**src/rtl/xcl_pkg.sv**
```systemverilog
package xcl_pkg;

    localparam int XCL_DATA_W = 16;
    localparam int XCL_PROD_W = 2 * XCL_DATA_W;
    localparam int XCL_ACC_W = 48;
    localparam int XCL_LAG_W = 5;
    localparam int XCL_MAX_LAGS_DEF = 32;
    localparam logic [XCL_LAG_W-1:0] XCL_MAX_LAG_RST = XCL_LAG_W'(15);

    // Control broadcast from the sequencer to every MAC cell.
    typedef struct packed {
        logic load;     // a sample pair is taken: shift x, register the product
        logic mac;      // add the registered product into the accumulator
        logic shift;    // move accumulators one cell toward lag zero
        logic clear;    // frame done: zero taps and accumulators
    } xcl_cell_ctrl_t;

    typedef enum logic [2:0] {
        ST_IDLE  = 3'b001,
        ST_FLUSH = 3'b010,
        ST_DRAIN = 3'b100
    } xcl_state_t;

endpackage

```
**src/rtl/xcl_mac_cell.sv**
```systemverilog
module xcl_mac_cell (
    input  logic                                  clk,
    input  logic                                  rst_n,
    input  xcl_pkg::xcl_cell_ctrl_t               ctrl,
    input  logic signed [xcl_pkg::XCL_DATA_W-1:0] x_in,
    input  logic signed [xcl_pkg::XCL_DATA_W-1:0] y_in,
    input  logic signed [xcl_pkg::XCL_ACC_W-1:0]  acc_in,
    output logic signed [xcl_pkg::XCL_DATA_W-1:0] x_out,
    output logic signed [xcl_pkg::XCL_ACC_W-1:0]  acc_out
);
    import xcl_pkg::*;

    localparam logic signed [XCL_ACC_W-1:0] ACC_MAX = {1'b0, {(XCL_ACC_W-1){1'b1}}};
    localparam logic signed [XCL_ACC_W-1:0] ACC_MIN = {1'b1, {(XCL_ACC_W-1){1'b0}}};

    logic signed [XCL_DATA_W-1:0] x_tap_reg;
    logic signed [XCL_PROD_W-1:0] prod_reg;
    logic signed [XCL_PROD_W-1:0] prod_next;
    logic signed [XCL_ACC_W-1:0]  acc_reg;
    logic signed [XCL_ACC_W-1:0]  acc_next;
    logic signed [XCL_ACC_W:0]    sum;

    assign prod_next = XCL_PROD_W'(x_in) * XCL_PROD_W'(y_in);
    assign sum = {acc_reg[XCL_ACC_W-1], acc_reg}
               + {{(XCL_ACC_W + 1 - XCL_PROD_W){prod_reg[XCL_PROD_W-1]}}, prod_reg};

    always_comb
    begin
        acc_next = acc_reg;
        if (ctrl.clear)
        begin
            acc_next = '0;
        end
        else if (ctrl.shift)
        begin
            acc_next = acc_in;
        end
        else if (ctrl.mac)
        begin
            // Clamp when the two top bits of the wide sum disagree.
            if (sum[XCL_ACC_W] != sum[XCL_ACC_W-1])
            begin
                acc_next = sum[XCL_ACC_W] ? ACC_MIN : ACC_MAX;
            end
            else
            begin
                acc_next = sum[XCL_ACC_W-1:0];
            end
        end
    end

    always_ff @(posedge clk or negedge rst_n)
    begin
        if (!rst_n)
        begin
            x_tap_reg <= '0;
            acc_reg   <= '0;
        end
        else
        begin
            acc_reg <= acc_next;
            if (ctrl.clear)
            begin
                x_tap_reg <= '0;
            end
            else if (ctrl.load)
            begin
                x_tap_reg <= x_in;
            end
        end
    end

    always_ff @(posedge clk)
    begin
        if (ctrl.load)
        begin
            prod_reg <= prod_next;
        end
    end

    assign x_out   = x_tap_reg;
    assign acc_out = acc_reg;

endmodule

```
**config.mk**
```make
export PLATFORM = sky130hd
export DESIGN_NAME = xcl_mac_cell
export DESIGN_NICKNAME = d
export VERILOG_FILES = /design/src/rtl/xcl_pkg.sv /design/src/rtl/xcl_mac_cell.sv
export SDC_FILE = /design/constraint.sdc
export NUM_CORES = 1
export LEC_CHECK = 0
export ABC_AREA = 1
export BUFFER_PORTS_ARGS = -buffer_cell sky130_fd_sc_hd__buf_2
export CORE_UTILIZATION = 55
export CTS_CLUSTER_DIAMETER = 30
export DETAILED_ROUTE_END_ITERATION = 6
export MAX_ROUTING_LAYER = met4
export PLACE_DENSITY = 0.81
export REMOVE_ABC_BUFFERS = 1
export SETUP_SLACK_MARGIN = 0.2
export SLEW_MARGIN = 20
export SYNTH_ARGS = -nofsm -noshare
export SYNTH_HDL_FRONTEND = slang
export SYNTH_SLANG_ARGS = --single-unit
```
**constraint.sdc**
```tcl
create_clock -name clk -period 2.49 [get_ports clk]
set_clock_uncertainty 0.1 [all_clocks]
set_input_delay 0.498 -clock clk [delete_from_list [all_inputs] [get_ports clk]]
set_output_delay 0.498 -clock clk [all_outputs]
set_load 0.005 [all_outputs]
```
Yosys cells after proc, flatten, opt, wreduce, memory -nomap -nowiden:

Index checks and enable logic that the tools add are counted.

* flip-flop bits (word level): 96
* input port bits: 86
* output and inout bits: 64
* word-level logic and storage cells: 15

* $add $sub $neg: 1
* multipliers: 1
* equality and inequality tests: 1
* muxes and demuxes: 7
* reduce and logical (&&, ||, !) cells: 2

Operators with widths (number)
* two-way mux 48 bit: 5
* adder 48 x 32 -> 49 bit: 1
* multiplier 16 x 16 -> 32 bit: 1
* two-way mux 16 bit: 2
* nonzero test 3 bit: 1
* nonzero test 2 bit: 1
* inequality test 1 bit: 1

Longest topological paths before layout:

* word-level depth: 6
* gate-level depth with buffers: 26
* mapped depth without buffers: 24

Worst setup path after synthesis:

No wires, ideal clock.

* path type: input to register
* from: in x_in[15] (netlist name)
* to: reg prod_reg[29], data pin
* setup time: 259 ps
* data arrival time: 5623 ps
* data required time: 2131 ps
* slack: -3492 ps
* stages: 21
* path buffers: 2
* path through: clkbuf_1 clkbuf_1 nand2_1 fa_1 inv_1 fa_1 inv_1 fa_1 fa_1 inv_1 fa_1 inv_1 fa_1 inv_1 ha_1 nand2_1 nor2_1 nand2_1 or2_2 nand3_1 xor2_1

* cells in the longest elaborated chain, start to end: 1

Ends and longest elaborated chain
* start, declared: line xcl_mac_cell.sv:5 `input logic signed [xcl_pkg::XCL_DATA_W-1:0] x_in,`
* multiplier 16 x 16 -> 32 bit: line xcl_mac_cell.sv:23 `assign prod_next = XCL_PROD_W'(x_in) * XCL_PROD_W'(y_in);`
* net prod_next[29]: line xcl_mac_cell.sv:18 `logic signed [XCL_PROD_W-1:0] prod_next;`
* end signal, assigned: line xcl_mac_cell.sv:77 `prod_reg <= prod_next;`
* end, declared: line xcl_mac_cell.sv:17 `logic signed [XCL_PROD_W-1:0] prod_reg;`

The timed path passes the listed nets, and every way through them passes these cells.
A chain may end at the register's enable or synchronous reset.

Worst setup path after layout:

* from: in x_in[7] (netlist name)
* to: reg prod_reg[27], data pin

Same word-level chain as after synthesis.

==> impl_table.tex <==
\begin{tabular}{lr}
\hline
Metric & Value \\
\hline
\multicolumn{2}{l}{\textbf{Detailed routing}} \\
\quad Antenna Violating Nets Remaining & 0 \\
\quad Final wirelength & 69.3 mm \\
\quad Number of DRC markers in iteration 0 & 1720 \\
\quad Wire per inst & 19.2 um \\
\quad Detailed-router iteration count before antenna repair & 7 \\
\quad Total DRC errors in the routed layout & 2 \\
\quad Vias per cell & 5.44 \\
\quad Via count & 19600 \\
\multicolumn{2}{l}{\textbf{Timing}} \\
\quad Final critical-path share of the clock period & 225\% \\
\quad Slew HR & 57.0\% \\
\quad Final-report max-slew violation count & 0 \\
\quad Worst-margin pin slew & 0.645 ns \\
\quad Slack of the critical path & -3.11 ns \\
\quad Final Critical Period & 5.60 ns \\
\quad Unrepaired setup endpoints after global routing & yes \\
\quad Number of failing hold endpoints at the final stage & 0 \\
\quad Finish-stage setup viols & 77 \\
\quad Highest clock frequency the design can meet & 179 MHz \\
\quad Hold WS & 0.0384 ns \\
\multicolumn{2}{l}{\textbf{Synthesis}} \\
\quad Share of synthesized area occupied by flip-flops and latches & 13.7\% \\
\quad Synth cell types & 42 \\
\quad Synth cell count leaders & sky130\_fd\_sc\_hd\_\_nand2\_1, sky130\_fd\_sc\_hd\_\_inv\_1, sky130\_fd\_sc\_hd\_\_fa\_1 \\
\quad Count of flip-flops with a built-in enable after synthesis & 32 \\
\quad Average footprint of a synthesized cell & 7.32 sq um \\
\quad Share of synthesized registers carrying an async set or reset & 66.7\% \\
\quad Synth area leaders & sky130\_fd\_sc\_hd\_\_fa\_1, sky130\_fd\_sc\_hd\_\_nand2\_1, sky130\_fd\_sc\_hd\_\_inv\_1, sky130\_fd\_sc\_hd\_\_ha\_1, sky130\_fd\_sc\_hd\_\_dfrtp\_1 \\
\quad Post-Synthesis Cells & 2554 \\
\quad Yosys warnings & 0 \\
\quad \#FFs+latches synth & 96 \\
\quad Yosys top cell area share & 28.2\% \\
\quad Count leader, synth & sky130\_fd\_sc\_hd\_\_nand2\_1 \\
\quad Synth Cell Area & 18700 sq um \\
\quad Yosys top cell by area & sky130\_fd\_sc\_hd\_\_fa\_1 \\
\quad Most used DFF post-synth & sky130\_fd\_sc\_hd\_\_dfrtp\_1 \\
\multicolumn{2}{l}{\textbf{Floorplan}} \\
\quad Area of the core & 33400 sq um \\
\quad Overall die width & 186 um \\
\quad Starting Density & 55.9\% \\
\quad Top-level I/O count & 150 \\
\quad Row Count & 67 \\
\quad Vertical die dimension & 186 um \\
\quad Die area & 34700 sq um \\
\multicolumn{2}{l}{\textbf{GRT}} \\
\quad Via count of the first global-routing pass & 20600 \\
\quad Pin count of the biggest net entering global routing & 49 \\
\quad Overall track demand over capacity in global routing & 38.3\% \\
\quad Antenna violations before repair & 0 \\
\quad First-pass GRT wire length & 102 mm \\
\quad Leftover overflow at the end of global routing & 0 \\
\multicolumn{2}{l}{\textbf{Run status}} \\
\quad Outcome & finished with violations \\
\quad Failing checks & design-rule violations, negative setup slack \\
\multicolumn{2}{l}{\textbf{Setup path}} \\
\quad Required time worst endpoint & 2.53 ns \\
\quad Critical Path, Cell by Cell & buf\_12 -> buf\_8 -> buf\_6 -> nand2\_4 -> inv\_2 -> fa\_1 -> fa\_1 -> fa\_1 -> fa\_1 -> fa\_1 -> inv\_2 -> fa\_1 -> inv\_2 -> ha\_4 -> nand2\_4 -> buf\_6 -> nor2\_4 -> nand2\_2 -> inv\_2 -> nand4\_1 -> nand4\_1 -> a21oi\_2 -> xnor2\_1 \\
\quad WP buf/inv & 8 \\
\quad Capture point of the worst reg-to-reg path & acc\_out[18]\$\_DFFE\_PN0P\_ \\
\quad Crit start category & input port \\
\quad Slowest-stage cell, CP & sky130\_fd\_sc\_hd\_\_fa\_1 \\
\quad Maximum single-stage delay on the critical path & 0.56 ns \\
\quad Reg-to-Reg Start & prod\_reg[31]\$\_DFFE\_PP\_ \\
\quad Critical Setup Path Class & in2reg \\
\quad Most frequent cell on the critical path & sky130\_fd\_sc\_hd\_\_fa\_1 \\
\quad Number of cell instances on the worst register-to-register path & 18 \\
\quad Setup slack, reg-to-reg & -0.35 ns \\
\quad Gate family responsible for the most delay along the worst path & adder cells \\
\quad Max Fanout on Critical Path & 8 \\
\quad Endpoint class of the critical path & flop \\
\quad Arrival time at the worst endpoint & 5.64 ns \\
\multicolumn{2}{l}{\textbf{Clock tree}} \\
\quad Clock slew at the register clock pins of the worst setup and hold paths & 0.09 ns \\
\quad Post-CTS Hold Buffers & 0 \\
\quad Source-to-sink clock delay at the later pin of the worst-skew pair & 0.39 ns \\
\quad Worst-case clock buffer depth & 2 \\
\quad H-Tree Level Count & 3 \\
\quad CTS buffer count & 9 \\
\quad Clock tree from TritonCTS & yes \\
\quad Clk sink count & 96 \\
\quad Clk Tree Root Cell & sky130\_fd\_sc\_hd\_\_clkbuf\_16 \\
\multicolumn{2}{l}{\textbf{Placement}} \\
\quad Post-DP HPWL & 48.4 mm \\
\quad Worst slack after detailed placement & -3.58 ns \\
\quad Count of buffers inserted at the top-level ports & 149 \\
\quad Number of placed instances with taps included & 3518 \\
\quad Instance area after placement & 23100 sq um \\
\quad Final RePlAce weighted congestion & 1.02 \\
\multicolumn{2}{l}{\textbf{Layout}} \\
\quad Number of cells in the finished layout apart from fillers & 3607 \\
\quad Final Cell Area & 26700 sq um \\
\quad Antenna fix cells & 0 \\
\quad Area growth from synthesis to layout & 42.9\% \\
\quad Number of flip-flops in the largest register & 48 \\
\quad Final Net Count & 3633 \\
\quad Fraction of layout instances using a drive strength above 1 & 36.9\% \\
\multicolumn{2}{l}{\textbf{Hold path}} \\
\quad Min-delay worst type & in2async \\
\multicolumn{2}{l}{\textbf{Run}} \\
\quad Total of max-cap violations & 0 \\
\hline
\end{tabular}
[cell type report]
type | instances | area, sq um
fill | 2067 | 6750
clock buffer | 9 | 225
clock inverter | 7 | 72.6
timing repair buffer | 684 | 5560
tap | 448 | 561
multi-input combinational | 1760 | 15400
inverter | 603 | 2280
sequential | 96 | 2560
[through the flow]
stage | utilization (%) | TNS (ns)
after floorplan | - | -120.74
final | 79.8 | -86.40
after global routing | 79.8 | -94.96
after detailed placement | 69.2 | -99.91
after global placement | 69.2 | -96.12
after CTS | 77.0 | -76.89
[how the worst max path moves through the flow]
stage,end,slack [ns],depth (start not counted),start
2_1_floorplan,prod_reg[29]$_DFFE_PP_,-3.10,19,x_in[15]
4_1_cts,prod_reg[23]$_DFFE_PP_,-2.83,23,x_in[7]
3_5_place_dp,prod_reg[27]$_DFFE_PP_,-3.58,22,x_in[15]
5_1_grt,prod_reg[28]$_DFFE_PP_,-3.26,20,y_in[15]
6_report,prod_reg[27]$_DFFE_PP_,-3.11,23,x_in[7]
3_3_place_gp,prod_reg[27]$_DFFE_PP_,-3.43,22,x_in[15]
[metal layers]
layer / track usage, % / vias to the layer above / wire length [um]
li1: - / 8791 / -
met1: 43.5 / 9363 / 24700
met2: 66.2 / 1104 / 34700
met3: 4.12 / 381 / 4870
met4: 21.2 / 0 / 5000
met5: - / - / 0
[placed cells by master, fill, tap and decap left out, types with 15 or more instances in the layout]
cell type,count
sky130_fd_sc_hd__a21oi_1,47
sky130_fd_sc_hd__a21oi_2,31
sky130_fd_sc_hd__buf_12,16
sky130_fd_sc_hd__buf_2,119
sky130_fd_sc_hd__buf_4,455
sky130_fd_sc_hd__buf_6,77
sky130_fd_sc_hd__dfrtp_1,64
sky130_fd_sc_hd__edfxtp_1,32
sky130_fd_sc_hd__fa_1,241
sky130_fd_sc_hd__fa_2,22
sky130_fd_sc_hd__ha_1,71
sky130_fd_sc_hd__ha_4,56
sky130_fd_sc_hd__inv_1,537
sky130_fd_sc_hd__inv_2,61
sky130_fd_sc_hd__nand2_1,597
sky130_fd_sc_hd__nand2_2,83
sky130_fd_sc_hd__nand2_4,24
sky130_fd_sc_hd__nand3_1,47
sky130_fd_sc_hd__nand3_2,75
sky130_fd_sc_hd__nand3_4,18
sky130_fd_sc_hd__nand4_1,28
sky130_fd_sc_hd__nor2_1,187
sky130_fd_sc_hd__nor2_2,20
sky130_fd_sc_hd__nor2_4,26
sky130_fd_sc_hd__o21ai_0,33
sky130_fd_sc_hd__o21bai_1,15
sky130_fd_sc_hd__xnor2_1,37
sky130_fd_sc_hd__xor2_1,26
[worst reg2reg max path, stage by stage, from the launching register on]
cell and delay, ns:
sky130_fd_sc_hd__edfxtp_1 0.42, sky130_fd_sc_hd__buf_6 0.16, sky130_fd_sc_hd__buf_16 0.16, sky130_fd_sc_hd__ha_4 0.30, sky130_fd_sc_hd__nand2_2 0.07, sky130_fd_sc_hd__nor2_2 0.16
sky130_fd_sc_hd__inv_2 0.07, sky130_fd_sc_hd__nor2_4 0.16, sky130_fd_sc_hd__nand2_2 0.08, sky130_fd_sc_hd__nor2_2 0.12, sky130_fd_sc_hd__nand2_2 0.09, sky130_fd_sc_hd__nand4_1 0.14
sky130_fd_sc_hd__nand2_4 0.09, sky130_fd_sc_hd__nand2_8 0.13, sky130_fd_sc_hd__buf_6 0.15, sky130_fd_sc_hd__buf_12 0.13, sky130_fd_sc_hd__nand3_2 0.08, sky130_fd_sc_hd__nand3_2 0.08
sky130_fd_sc_hd__nand2_1 0.06
[what timing repair did]
item | in CTS | in global routing
pin swaps | 155 | 147
setup endpoints to repair | 77 | 77
setup buffers | 45 | 19
gates cloned | 9 | 0
endpoints found under the hold margin | 0 | 0
gates resized for setup | 385 | 204
[kinds of logic after synthesis]
| logic type | after synthesis | share of synthesized area [%] |
|---|---|---|
| buf+inv | 698 | 14.3 |
| flops | 96 | 13.7 |
| compound gates | 173 | 5.21 |
| fa+ha+maj | 393 | 36.9 |
| simple gates | 1125 | 26.6 |
| xor+xnor | 69 | 3.23 |
Power is not shown: default switching activity piles up to over one toggle a cycle in this logic, so the estimate is an artifact.
